$ cat config.mk
export PLATFORM = sky130hd
export DESIGN_NAME = speed_hysteresis_motion_detector
export DESIGN_NICKNAME = d
export VERILOG_FILES = /design/src/rtl/core/shmd_pkg.sv /design/src/rtl/core/shmd_isqrt.sv /design/src/rtl/core/speed_hysteresis_motion_detector.sv
export SDC_FILE = /design/constraint.sdc
export NUM_CORES = 1
export LEC_CHECK = 0
export BUFFER_PORTS_ARGS = -buffer_cell sky130_fd_sc_hd__buf_2
export CORE_MARGIN = 3
export CORE_UTILIZATION = 55
export CTS_CLUSTER_DIAMETER = 200
export DETAILED_ROUTE_END_ITERATION = 8
export PLACE_DENSITY = 0.82
export SETUP_SLACK_MARGIN = 0.02
export SYNTH_ARGS = -nofsm -noshare
export SYNTH_HDL_FRONTEND = slang
export SYNTH_SLANG_ARGS = --single-unit
$ cat constraint.sdc
create_clock -name i_clk -period 11.9 [get_ports i_clk]
set_input_delay 1.785 -clock i_clk [delete_from_list [all_inputs] [get_ports i_clk]]
set_output_delay 1.785 -clock i_clk [all_outputs]
set_load 0.005 [all_outputs]
$ cat src/rtl/core/shmd_pkg.sv
// ----------------------------------------------------------------------------
// shmd_pkg
// Shared types and constants for the speed hysteresis motion detector.
// ----------------------------------------------------------------------------
`timescale 1ns / 1ps
`default_nettype none

package shmd_pkg;

    localparam int unsigned VEL_W    = 16;
    localparam int unsigned SPEED_W  = 16;
    localparam int unsigned WEIGHT_W = 17;
    localparam int unsigned COUNT_W  = 8;
    localparam int unsigned ACC_W    = 32;
    localparam int unsigned MUL_W    = 17;
    localparam int unsigned ADDR_W   = 5;
    localparam int unsigned DATA_W   = 32;

    localparam logic [WEIGHT_W-1:0] WEIGHT_ONE = 17'h1_0000;
    localparam logic [ACC_W-1:0]    ROUND_HALF = 32'h0000_8000;

    localparam logic [WEIGHT_W-1:0] RST_WEIGHT = 17'd13107;
    localparam logic [SPEED_W-1:0]  RST_HIGH   = 16'd640;
    localparam logic [SPEED_W-1:0]  RST_LOW    = 16'd512;
    localparam logic [COUNT_W-1:0]  RST_CEIL   = 8'd60;
    localparam logic [COUNT_W-1:0]  RST_MOVING = 8'd30;

    localparam logic [2:0] REG_WEIGHT  = 3'd0;
    localparam logic [2:0] REG_HIGH    = 3'd1;
    localparam logic [2:0] REG_LOW     = 3'd2;
    localparam logic [2:0] REG_CEILING = 3'd3;
    localparam logic [2:0] REG_MOVING  = 3'd4;

    typedef struct packed {
        logic busy;
        logic done;
    } t_sqrt_stat;

endpackage

`default_nettype wire

$ cat src/rtl/core/shmd_isqrt.sv
// ----------------------------------------------------------------------------
// shmd_isqrt
// Iterative floored square root of a 32-bit radicand, one root bit per cycle.
// ----------------------------------------------------------------------------
`timescale 1ns / 1ps
`default_nettype none

module shmd_isqrt
    import shmd_pkg::*;
(
    input  wire logic                i_clk,
    input  wire logic                i_rst_n,
    input  wire logic                i_start,
    input  wire logic [ACC_W-1:0]    i_radicand,
    output      t_sqrt_stat          o_stat,
    output      logic [SPEED_W-1:0]  o_root
);

    logic [ACC_W-1:0]   r_rad;
    logic [17:0]        r_rem;
    logic [SPEED_W-1:0] r_root;
    logic [3:0]         r_cnt;
    logic               r_busy;
    logic               r_done;

    logic [17:0] w_rem_sh;
    logic [17:0] w_trial;
    logic        w_fit;

    assign w_rem_sh = {r_rem[15:0], r_rad[ACC_W-1 -: 2]};
    assign w_trial  = {r_root, 2'b01};
    assign w_fit    = (w_rem_sh >= w_trial);

    always_ff @(posedge i_clk) begin
        if (!i_rst_n) begin
            r_busy <= 1'b0;
            r_done <= 1'b0;
            r_cnt  <= '0;
        end else begin
            r_done <= 1'b0;
            if (i_start) begin
                r_busy <= 1'b1;
                r_cnt  <= '0;
            end else if (r_busy) begin
                r_cnt <= r_cnt + 4'd1;
                if (r_cnt == 4'd15) begin
                    r_busy <= 1'b0;
                    r_done <= 1'b1;
                end
            end
        end
    end

    always_ff @(posedge i_clk) begin
        if (i_start) begin
            r_rad  <= i_radicand;
            r_rem  <= '0;
            r_root <= '0;
        end else if (r_busy) begin
            r_rad <= {r_rad[ACC_W-3:0], 2'b00};
            if (w_fit) begin
                r_rem  <= w_rem_sh - w_trial;
                r_root <= {r_root[SPEED_W-2:0], 1'b1};
            end else begin
                r_rem  <= w_rem_sh;
                r_root <= {r_root[SPEED_W-2:0], 1'b0};
            end
        end
    end

    assign o_stat.busy = r_busy;
    assign o_stat.done = r_done;
    assign o_root      = r_root;

`ifndef NO_ASSERTIONS
    a_no_restart: assert property (@(posedge i_clk) disable iff (!i_rst_n)
        i_start |-> !r_busy)
        else $error("square root restarted while busy");
    a_done_after_busy: assert property (@(posedge i_clk) disable iff (!i_rst_n)
        r_done |-> $past(r_busy) && !r_busy)
        else $error("done without a finished run");
    a_done_count: assert property (@(posedge i_clk) disable iff (!i_rst_n)
        r_done |-> r_cnt == 4'd0)
        else $error("done before sixteen iterations");
`endif

endmodule

`default_nettype wire

$ cat src/rtl/core/speed_hysteresis_motion_detector.sv
// ----------------------------------------------------------------------------
// speed_hysteresis_motion_detector
// Speed magnitude, low-pass smoothing and hysteresis motion flag.
// ----------------------------------------------------------------------------
// One beat in gives one beat out. An item goes from acceptance to a valid
// result in these steps: S_SQN and S_SQE square and sum the velocities, the
// square-root unit runs 16 iterations and its root is picked up, two filter
// passes go through the single 17x17 multiplier-accumulator, and S_DONE
// registers the result. The input stalls while an item is in work, so a new
// beat is accepted only once the previous item is through.
// The result sits in an output register, so a stalled output only delays the
// final update of the following item. Register writes go through APB at
// byte offsets 0x00 (weight), 0x04 (high), 0x08 (low), 0x0C (ceiling) and
// 0x10 (moving level); write them only while the block is idle.
`timescale 1ns / 1ps
`default_nettype none

module speed_hysteresis_motion_detector
    import shmd_pkg::*;
(
    input  wire logic                       i_clk,
    input  wire logic                       i_rst_n,

    input  wire logic                       i_in_valid,
    output      logic                       o_in_stall,
    input  wire logic signed [VEL_W-1:0]    i_vel_north,
    input  wire logic signed [VEL_W-1:0]    i_vel_east,

    output      logic                       o_out_valid,
    input  wire logic                       i_out_stall,
    output      logic [SPEED_W-1:0]         o_speed_now,
    output      logic [SPEED_W-1:0]         o_speed_smoothed,
    output      logic                       o_moving,

    input  wire logic                       psel,
    input  wire logic                       penable,
    input  wire logic                       pwrite,
    input  wire logic [ADDR_W-1:0]          paddr,
    input  wire logic [DATA_W-1:0]          pwdata,
    output      logic [DATA_W-1:0]          prdata,
    output      logic                       pready
);

    typedef enum logic [2:0] {
        S_IDLE,
        S_SQN,
        S_SQE,
        S_SQRT,
        S_FLA,
        S_FLB,
        S_DONE
    } t_state;

    t_state r_state;

    logic [WEIGHT_W-1:0] r_weight;
    logic [SPEED_W-1:0]  r_high;
    logic [SPEED_W-1:0]  r_low;
    logic [COUNT_W-1:0]  r_ceil;
    logic [COUNT_W-1:0]  r_mlevel;

    logic [SPEED_W-1:0]  r_filt;
    logic [COUNT_W-1:0]  r_count;

    logic [VEL_W-1:0]    r_an;
    logic [VEL_W-1:0]    r_ae;
    logic [SPEED_W-1:0]  r_speed;
    logic [ACC_W-1:0]    r_acc;

    logic                r_out_valid;
    logic [SPEED_W-1:0]  r_out_speed;
    logic [SPEED_W-1:0]  r_out_filt;
    logic                r_out_moving;

    logic                w_cfg_wr;
    logic [2:0]          w_idx;
    logic [WEIGHT_W-1:0] w_wclamp;
    logic [MUL_W-1:0]    w_mul_a;
    logic [MUL_W-1:0]    w_mul_b;
    logic [2*MUL_W-1:0]  w_prod;
    logic                w_take;
    logic                w_slot_free;
    logic [SPEED_W-1:0]  n_filt;
    logic [COUNT_W:0]    w_up;
    logic [COUNT_W-1:0]  n_count;
    logic                w_sq_start;
    t_sqrt_stat          w_sq_stat;
    logic [SPEED_W-1:0]  w_sq_root;

    // ---------------- configuration port ----------------
    assign pready   = 1'b1;
    assign w_idx    = paddr[ADDR_W-1:2];
    assign w_cfg_wr = psel && penable && pwrite && pready;

    always_ff @(posedge i_clk) begin
        if (!i_rst_n) begin
            r_weight <= RST_WEIGHT;
            r_high   <= RST_HIGH;
            r_low    <= RST_LOW;
            r_ceil   <= RST_CEIL;
            r_mlevel <= RST_MOVING;
        end else if (w_cfg_wr) begin
            unique case (w_idx)
                REG_WEIGHT:  r_weight <= pwdata[WEIGHT_W-1:0];
                REG_HIGH:    r_high   <= pwdata[SPEED_W-1:0];
                REG_LOW:     r_low    <= pwdata[SPEED_W-1:0];
                REG_CEILING: r_ceil   <= pwdata[COUNT_W-1:0];
                REG_MOVING:  r_mlevel <= pwdata[COUNT_W-1:0];
                default: ;
            endcase
        end
    end

    always_comb begin
        unique case (w_idx)
            REG_WEIGHT:  prdata = {{(DATA_W-WEIGHT_W){1'b0}}, r_weight};
            REG_HIGH:    prdata = {{(DATA_W-SPEED_W){1'b0}}, r_high};
            REG_LOW:     prdata = {{(DATA_W-SPEED_W){1'b0}}, r_low};
            REG_CEILING: prdata = {{(DATA_W-COUNT_W){1'b0}}, r_ceil};
            REG_MOVING:  prdata = {{(DATA_W-COUNT_W){1'b0}}, r_mlevel};
            default:     prdata = '0;
        endcase
    end

    // ---------------- shared multiplier-accumulator ----------------
    assign w_wclamp = r_weight[WEIGHT_W-1] ? WEIGHT_ONE : r_weight;

    always_comb begin
        case (r_state)
            S_SQN: begin
                w_mul_a = {1'b0, r_an};
                w_mul_b = {1'b0, r_an};
            end
            S_SQE: begin
                w_mul_a = {1'b0, r_ae};
                w_mul_b = {1'b0, r_ae};
            end
            S_FLA: begin
                w_mul_a = w_wclamp;
                w_mul_b = {1'b0, r_speed};
            end
            S_FLB: begin
                w_mul_a = WEIGHT_ONE - w_wclamp;
                w_mul_b = {1'b0, r_filt};
            end
            default: begin
                w_mul_a = '0;
                w_mul_b = '0;
            end
        endcase
    end

    assign w_prod = w_mul_a * w_mul_b;

    // ---------------- square root ----------------
    assign w_sq_start = (r_state == S_SQE);

    shmd_isqrt u_isqrt (
        .i_clk      (i_clk),
        .i_rst_n    (i_rst_n),
        .i_start    (w_sq_start),
        .i_radicand (r_acc + w_prod[ACC_W-1:0]),
        .o_stat     (w_sq_stat),
        .o_root     (w_sq_root)
    );

    // ---------------- filter and hysteresis counter ----------------
    assign n_filt = r_acc[ACC_W-1 -: SPEED_W];
    assign w_up   = {1'b0, r_count} + {{COUNT_W{1'b0}}, 1'b1};

    always_comb begin
        n_count = r_count;
        if (n_filt > r_high) begin
            n_count = (w_up < {1'b0, r_ceil}) ? w_up[COUNT_W-1:0] : r_ceil;
        end else if (n_filt < r_low) begin
            if (r_count != '0) begin
                n_count = r_count - {{(COUNT_W-1){1'b0}}, 1'b1};
            end
        end
    end

    // ---------------- sequencer ----------------
    assign o_in_stall  = (r_state != S_IDLE);
    assign w_take      = i_in_valid && !o_in_stall;
    assign w_slot_free = !r_out_valid || !i_out_stall;

    always_ff @(posedge i_clk) begin
        if (!i_rst_n) begin
            r_state     <= S_IDLE;
            r_out_valid <= 1'b0;
            r_filt      <= '0;
            r_count     <= '0;
        end else begin
            if (r_state == S_DONE && w_slot_free) begin
                r_out_valid <= 1'b1;
            end else if (r_out_valid && !i_out_stall) begin
                r_out_valid <= 1'b0;
            end
            unique case (r_state)
                S_IDLE: begin
                    if (w_take) begin
                        r_state <= S_SQN;
                    end
                end
                S_SQN:  r_state <= S_SQE;
                S_SQE:  r_state <= S_SQRT;
                S_SQRT: begin
                    if (w_sq_stat.done) begin
                        r_state <= S_FLA;
                    end
                end
                S_FLA:  r_state <= S_FLB;
                S_FLB:  r_state <= S_DONE;
                S_DONE: begin
                    if (w_slot_free) begin
                        r_filt       <= n_filt;
                        r_count      <= n_count;
                        r_out_speed  <= r_speed;
                        r_out_filt   <= n_filt;
                        r_out_moving <= (n_count > r_mlevel);
                        r_state      <= S_IDLE;
                    end
                end
                default: r_state <= S_IDLE;
            endcase
        end
    end

    always_ff @(posedge i_clk) begin
        if (w_take) begin
            r_an <= i_vel_north[VEL_W-1] ? (~i_vel_north + 1'b1) : i_vel_north;
            r_ae <= i_vel_east[VEL_W-1]  ? (~i_vel_east + 1'b1)  : i_vel_east;
        end
        unique case (r_state)
            S_SQN:   r_acc <= w_prod[ACC_W-1:0];
            S_SQE:   r_acc <= r_acc + w_prod[ACC_W-1:0];
            S_FLA:   r_acc <= w_prod[ACC_W-1:0] + ROUND_HALF;
            S_FLB:   r_acc <= r_acc + w_prod[ACC_W-1:0];
            default: ;
        endcase
        if (r_state == S_SQRT && w_sq_stat.done) begin
            r_speed <= w_sq_root;
        end
    end

    assign o_out_valid      = r_out_valid;
    assign o_speed_now      = r_out_speed;
    assign o_speed_smoothed = r_out_filt;
    assign o_moving         = r_out_moving;

`ifndef NO_ASSERTIONS
    a_take_starts: assert property (@(posedge i_clk) disable iff (!i_rst_n)
        w_take |=> r_state == S_SQN)
        else $error("accepted beat did not start the sequence");
    a_out_from_done: assert property (@(posedge i_clk) disable iff (!i_rst_n)
        $rose(r_out_valid) |-> $past(r_state == S_DONE))
        else $error("result raised outside the final step");
    a_sqrt_running: assert property (@(posedge i_clk) disable iff (!i_rst_n)
        r_state == S_SQRT |-> w_sq_stat.busy || w_sq_stat.done)
        else $error("waiting on an idle square-root unit");
    a_done_only_sqrt: assert property (@(posedge i_clk) disable iff (!i_rst_n)
        w_sq_stat.done |-> r_state == S_SQRT)
        else $error("square root finished out of sequence");
`endif

endmodule

`default_nettype wire
==> summary.txt, run 1 <==
Floorplan
  • Initial Util: a little under three fifths
  • CORE AREA: around 46,000 um^2
  • Die Y: between 200 and 250 um
  • # rows: 78
  • Die W: 221 um
  • # IOs: 144
  • Full die area: a little under 50,000 um^2

Critical path
  • Data arrival, critical path: roughly 11,000 ps
  • Slowest cell on crit path: or4b_2
  • Crit path launch type: flip-flop
  • Slowest cell delay on critical path: slightly above 600 ps
  • R2R Setup Slk: ~970 ps
  • Kind of critical path: reg2reg
  • Crit-path max FO: 8
  • Worst Setup End Kind: flip-flop
  • CP required: 12,190 ps
  • Critical path's most frequent cell: fa_1

GRT
  • Aggregate global routing overflow: 0
  • Initial antenna violation count: 1
  • First-pass GRT wire length: ~120,000 um
  • Vias in the first global route: approximately 22,000
  • Pin count of the biggest net entering global routing: 73
  • Total Routing Usage GR: about 29%

STA
  • Final slew viol count: 0
  • Max-slew headroom: 16.5%
  • Worst Clk Skew: 23.5 ps
  • # setup viols final: 0
  • Hold Worst Slack: approximately 470 ps
  • RSZ-0062 raised after global routing: false
  • Fin crit period: 10,930 ps
  • Setup TNS: 0 ps
  • Slew @ Worst Pin: approximately 1200 ps
  • Setup WS post-layout: ~970 ps
  • Maximum clock frequency: 91.5 MHz
  • Fin crit share: ~92%
  • Final Hold Viols: 0

Placed design
  • IO buf count: 110
  • Post-place setup slack: ~1100 ps
  • Cells after DPL: 3,579
  • HPWL Detailed: about 57,000 um
  • Gp weighted congestion: slightly above 1

Flow run
  • # Max-Cap Violations: 0

Routing
  • Drt total wl: 73,700 um
  • Post-route ant nets: 0
  • DRC: 0
  • DR WL/cell: a little over 20 um
  • Via density: about 6.1
  • First-pass iteration count of the detailed router: 6
  • Via count: approximately 22,000
  • Initial DRC count: ~2,200

Synth
  • Post-synth ARST share: 0%
  • Synth Instances: 2,933
  • Seq/Total Area, Yosys: 27.3%
  • Main flop type after synthesis: edfxtp_1
  • Top post-synthesis cells by area: edfxtp_1 17%, fa_1 16%, dfxtp_1 10%
  • Yosys top cell area share: roughly 17%
  • Yosys reg bits: 276
  • Number of synthesized flops with an enable pin: around 150
  • Distinct cells, synth: between 90 and 100
  • Ys Warns: 0
  • Cell Area, Synth: ~26,000 um^2
  • Avg Inst Size Synth: a little under 9 um^2
  • Biggest area consumer among synthesized cells: edfxtp_1

Power and ir drop
  • PD cells: approximately 180 nW/um^2
  • Net Sw Power: 0.00219 W
  • Pwr Total: about 0.0049 W
  • Switching share of power: 44.3%
  • Seq pwr share: a little over a quarter
  • Max VDD drop: 0.197 mV
  • Pint: 0.00275 W
  • Leak: around 12 nW
  • Clock power frac: about a fifth
  • Comb power frac: a little over half

Clocking
  • Root Buffer: clkbuf_16
  • Cts hold-fix bufs: 0
  • Num CTS Buffers: 30
  • Worst-Skew Late Latency: 580 ps
  • Post-CTS Setup Bufs: 0
  • Sink Count: between 200 and 300
  • Clk slew on worst S/H paths: ~70 ps
  • TritonCTS clock tree: yes
  • Post-CTS resize count: 0
  • CTS Buffer Depth: 3
  • H-tree levels: 1

Cells and area
  • Filler cells: between 3,000 and 4,000
  • Share of layout cells above drive strength 1: a little under a tenth
  • Finished Layout Cells: about 3,600
  • Syn-to-layout area delta: 8.78%
  • Nets@finish: about 3,500

Min path
  • HP Class: reg2reg

Outcome
  • Status: complete, no violations
## power by group through the flow
| stage | Sequential (W) | Clock, W | Combinational [W] |
|---|---|---|---|
| 3_5_place_dp | 0.00134 | 0 | 0.00258 |
| 5_1_grt | 0.00134 | 0.00101 | 0.00294 |
| 4_1_cts | 0.00132 | 0.000972 | 0.00260 |
| 6_report | 0.00133 | 0.000966 | 0.00265 |
| 3_3_place_gp | 0.00134 | 0 | 0.00249 |
| 2_1_floorplan | 0.00125 | 0 | 0.00198 |
## sequential cells by signal, summed over array words and instances (netlist names), 4 cells and up
name and flops:
r_ae 16, r_count 8, r_ceil 8, o_speed_now 16, r_low 16, u_isqrt.o_root 16, o_speed_smoothed 16, r_acc 32
u_isqrt.r_cnt 4, r_speed 16, u_isqrt.r_rem 16, r_high 16, r_weight 17, r_mlevel 8, r_filt 16, r_an 16
u_isqrt.r_rad 32
## worst max-delay path: cells and delay by family, from the launching register on
| kind | cells | cell delay [ps] |
|---|---|---|
| AOI/OAI and AO/OA | 13 | 2750 |
| xor gates and xnor gates | 3 | 780 |
| adders and majority gates | 8 | 3950 |
| buffers and inverters | 5 | 390 |
| DFF | 1 | 410 |
| and+or+nand+nor | 8 | 2370 |
## final cells by class
cell class                 instances  area (um^2)  area share, %
inverter                         356         1340           4.83
multi-input combinational       2176        16700           60.0
tap                              600          751           2.70
antenna                            1         2.50        0.00901
timing repair buffer             171         1010           3.63
sequential                       276         6980           25.1
clock buffer                      36          805           2.90
clock inverter                    20          210          0.757
## cell usage in the layout (no fill, tap or decap), drive strengths merged, types with 17 or more instances in the layout
cell type / netlist / final
mux2i: 85 / 85
ha: 208 / 208
o211ai: 22 / 22
or3: 22 / 22
clkbuf: 105 / 36
edfxtp: 145 / 145
a21oi: 188 / 188
o21a: 26 / 26
xor2: 42 / 42
nor3: 29 / 29
nand4: 18 / 18
fa: 208 / 208
o31ai: 19 / 19
o21ai: 116 / 116
dfxtp: 131 / 131
o22ai: 35 / 35
nand3: 49 / 49
a211oi: 24 / 24
nand2b: 23 / 23
a21o: 30 / 30
nand2: 413 / 413
a22oi: 17 / 17
xnor2: 68 / 68
inv: 354 / 359
nor2: 317 / 317
buf: 34 / 171
## cells in the mapped netlist, types with 18 or more instances
| cell type | n |
|---|---|
| a211oi_1 | 24 |
| a21o_1 | 30 |
| a21oi_1 | 187 |
| buf_4 | 18 |
| clkbuf_1 | 103 |
| dfxtp_1 | 131 |
| edfxtp_1 | 145 |
| fa_1 | 208 |
| ha_1 | 208 |
| inv_1 | 353 |
| mux2i_1 | 85 |
| nand2_1 | 413 |
| nand2b_1 | 23 |
| nand3_1 | 49 |
| nor2_1 | 316 |
| nor3_1 | 29 |
| o211ai_1 | 21 |
| o21a_1 | 26 |
| o21ai_0 | 109 |
| o22ai_1 | 35 |
| o31ai_1 | 18 |
| or3_1 | 22 |
| xnor2_1 | 67 |
| xor2_1 | 41 |
## cells by family after synthesis
| family | count (synthesis) | synth area share, % |
|---|---|---|
| muxes | 94 | 3.73 |
| buffers and inverters | 495 | 7.67 |
| other | 2 | 0.0294 |
| AOI/OAI and AO/OA | 575 | 14.3 |
| adders and majority gates | 416 | 26.5 |
| DFF | 276 | 27.3 |
| and+or+nand+nor | 965 | 16.6 |
| xor gates and xnor gates | 110 | 3.83 |
## worst paths after layout
path / start / end / cells after the start
max: r_weight[2] / r_acc[30] / 37
min: r_filt[9] / r_filt[9] / 2
max reg2reg: r_weight[2] / r_acc[30] / 37
min reg2reg: r_filt[9] / r_filt[9] / 2
## per-layer routing
metal	global-route usage, %	vias to the layer above	wire length (um)
met5	0	-	0
met4	14.3	0	4400
met3	4.95	262	7140
met2	46.3	1144	33100
met1	39.0	10800	29000
li1	-	10000	-
## per-stage QoR
stage	area [um^2]	util, %
final	27800	60.9
after global placement	26800	58.7
after CTS	27800	60.9
after global routing	27800	60.9
after floorplan	25600	-
after detailed placement	26800	58.7
(Power assumes the default switching activity.)
==> inputs of run 2 (changes only) <==
ABC_AREA = 1   (was not set)
==> summary.txt, run 2 <==
Cells and area
  • Largest regs: r_acc (32), u_isqrt.r_rad (32), r_weight (17)
  • Share of layout cells above drive strength 1: 7.50% (-1.7 points)
  • Most common cell after layout, fill and taps aside: nand2_1
  • Filler cells: 4,060 (+8.2%)
  • Multi-input gate area: 16,400 um^2 (-1.8%)
  • Register area: 6980 um^2 (about the same)
  • Syn-to-layout area delta: 7.55%
  • Most frequent cells in the layout: 762 x nand2_1, 659 x inv_1, 285 x nor2_1, 212 x o21ai_0
  • Nets@finish: 4,028 (+15%)

Routing
  • Via density: 5.63 (-7.9%)
  • Drt total wl: 74,000 um (+0.34%)
  • DR WL/cell: 17.7 um (-12%)
  • DRC: 0 (unchanged)
  • Post-route ant nets: 0 (unchanged)
  • Initial DRC count: 2,395 (+6.6%)
  • First-pass iteration count of the detailed router: 6 (unchanged)
  • Via count: 23,500 (+5.5%)

Critical path
  • Crit path launch type: flip-flop
  • Kind of critical path: reg2reg
  • Worst path top cell family by delay: adder cells
  • Slowest cell on crit path: fa_1
  • Data arrival, critical path: 10,330 ps (-890 ps)
  • CP required: 12,210 ps (+20 ps)
  • Worst Setup End Kind: flip-flop
  • CP bufs+invs: 10 (+5)
  • Slowest cell delay on critical path: 610 ps (about the same)
  • Crit-path max FO: 12 (+4)
  • R2R Setup Slk: 1870 ps (+900 ps)
  • Critical path's most frequent cell: inv_1

STA
  • RSZ-0062 raised after global routing: false
  • Fin crit share: 84.3% (-7.6 points)
  • Final Hold Viols: 0 (unchanged)
  • Maximum clock frequency: 99.7 MHz (+9.0%)
  • Slew @ Worst Pin: 1150 ps (-97.4 ps)
  • Max-slew headroom: 23.1% (+6.6 points)
  • # setup viols final: 0 (unchanged)
  • Fin crit period: 10,030 ps (-902 ps)
  • Setup TNS: 0 ps (unchanged)
  • Final slew viol count: 0 (unchanged)
  • Worst Clk Skew: 22.9 ps (-0.571 ps)

Power and ir drop
  • Max VDD drop: 0.367 mV (+86%)
  • Pwr Total: 0.00813 W (+64%)
  • Leak: 13.8 nW (+12%)
  • PD cells: 287 nW/um^2 (+61%)

Floorplan
  • Die Y: 225 um (+1.5%)
  • Die W: 225 um (+1.5%)
  • Full die area: 50,500 um^2 (+3.0%)
  • Initial Util: 56.1% (+0.062 points)
  • # IOs: 144 (unchanged)
  • CORE AREA: 47,000 um^2 (+3.0%)
  • # rows: 79 (+1.3%)

GRT
  • First-pass GRT wire length: 119,000 um (+3.1%)
  • Aggregate global routing overflow: 0 (unchanged)
  • Pin count of the biggest net entering global routing: 83 (+14%)
  • Total Routing Usage GR: 29.5% (+0.32 points)
  • Vias in the first global route: 22,900 (+6.4%)
  • Initial antenna violation count: 0 (-1)

Clocking
  • Sink Count: 276 (unchanged)
  • H-tree levels: 1 (unchanged)
  • CTS Buffer Depth: 3 (unchanged)
  • Clk slew on worst S/H paths: 60 ps (about the same)
  • Cts hold-fix bufs: 0 (unchanged)
  • Worst-Skew Late Latency: 590 ps (about the same)
  • Post-CTS resize count: 0 (unchanged)
  • Num CTS Buffers: 29 (-3.3%)
  • Root Buffer: clkbuf_16
  • TritonCTS clock tree: yes
  • Post-CTS Setup Bufs: 0 (unchanged)

Synth
  • Top-count cell post-synth: nand2_1
  • Synth top cells by count: 763 x nand2_1, 659 x inv_1, 287 x nor2_1
  • Top post-synthesis cells by area: edfxtp_1 17%, fa_1 16%, nand2_1 11%
  • Synth Instances: 3,462 (+18%)
  • Avg Inst Size Synth: 7.61 um^2 (-13%)
  • Post-synth ARST share: 0% (unchanged)
  • Yosys top cell area share: 16.5% (-0.52 points)
  • Ys Warns: 0 (unchanged)
  • Cell Area, Synth: 26,300 um^2 (+3.1%)
  • Yosys reg bits: 276 (unchanged)
  • Biggest area consumer among synthesized cells: edfxtp_1
  • Number of synthesized flops with an enable pin: 145 (unchanged)
  • Main flop type after synthesis: edfxtp_1
  • Distinct cells, synth: 61 (-35%)
  • Seq/Total Area, Yosys: 26.5% (-0.83 points)

Outcome
  • Status: complete, no violations

Flow run
  • # Max-Cap Violations: 0 (unchanged)

Min path
  • HP Class: reg2reg

Placed design
  • Gp weighted congestion: 0.991 (-2.9%)
  • IO buf count: 110 (unchanged)
  • HPWL Detailed: 58,100 um (+1.4%)
run 2: where the power goes:
| group | switching, W | leakage [nW] | internal (W) |
|---|---|---|---|
| combinational | 0.00387 | 10.9 | 0.00187 |
| sequential | 0.000173 | 2.43 | 0.00129 |
| clock | 0.000397 | 0.465 | 0.000517 |
| total | 0.00444 | 13.8 | 0.00368 |
run 2: per-layer routing:
layer | track usage, % | part of all wire, % | up-vias
li1 | - | - | 11100
met4 | 12.7 | 4.9 | 0
met2 | 48.0 | 46 | 1098
met3 | 5.23 | 8.8 | 209
met5 | 0 | 0 | -
met1 | 39.0 | 40 | 11000
run 2: cell families (layout without fill, tap and decap cells):
kind of cell | Yosys count | after routing | synth area share (%)
AND/OR/NAND/NOR | 1382 | 1382 | 22.4
buffers and inverters | 783 | 866 | 11.6
AO/OA/AOI/OAI | 523 | 523 | 11.1
adder cells (fa/ha/maj) | 416 | 416 | 25.7
flip-flops | 276 | 276 | 26.5
XOR/XNOR | 80 | 80 | 2.72
other | 2 | 17 | 0.0285
run 2: cell type report:
cell class	instances	share of cell area, %
multi-input cells	2417	57.8
diodes	1	0.00884
well taps	607	2.68
clock buffers	34	2.63
repair buffers	129	2.45
clock inverters	20	0.720
inverters	683	9.05
flip-flops and latches	276	24.6
run 2: worst register-to-register path: cells and delay by family, from the launching register on:
family          cells  cell delay (ps)
fa+ha+maj           9             4160
simple gates       21             3240
buf+inv            10             1030
compound gates      4              760
flops               1              580
run 2: final timing paths:
kind                              startpoint                 to  cells past startpoint
worst max-delay path            r_weight[16]  u_isqrt.r_rad[31]                     44
worst min-delay path               r_filt[4]          r_filt[4]                      2
worst max register to register  r_weight[16]  u_isqrt.r_rad[31]                     44
worst min register to register     r_filt[4]          r_filt[4]                      2
run 2: per-stage QoR:
stage          setup WS [ps]  util, %  instance area, um^2  instances  hold slack, ps
5_1_grt                 1320     60.3                28300       4166             474
4_1_cts                 2150     60.3                28300       4166             448
3_3_place_gp            2230     58.3                27400       4112             434
3_5_place_dp            2210     58.3                27400       4112             439
2_1_floorplan           3910        -                26400       3476             425
6_report                1870     60.3                28300       4167             449
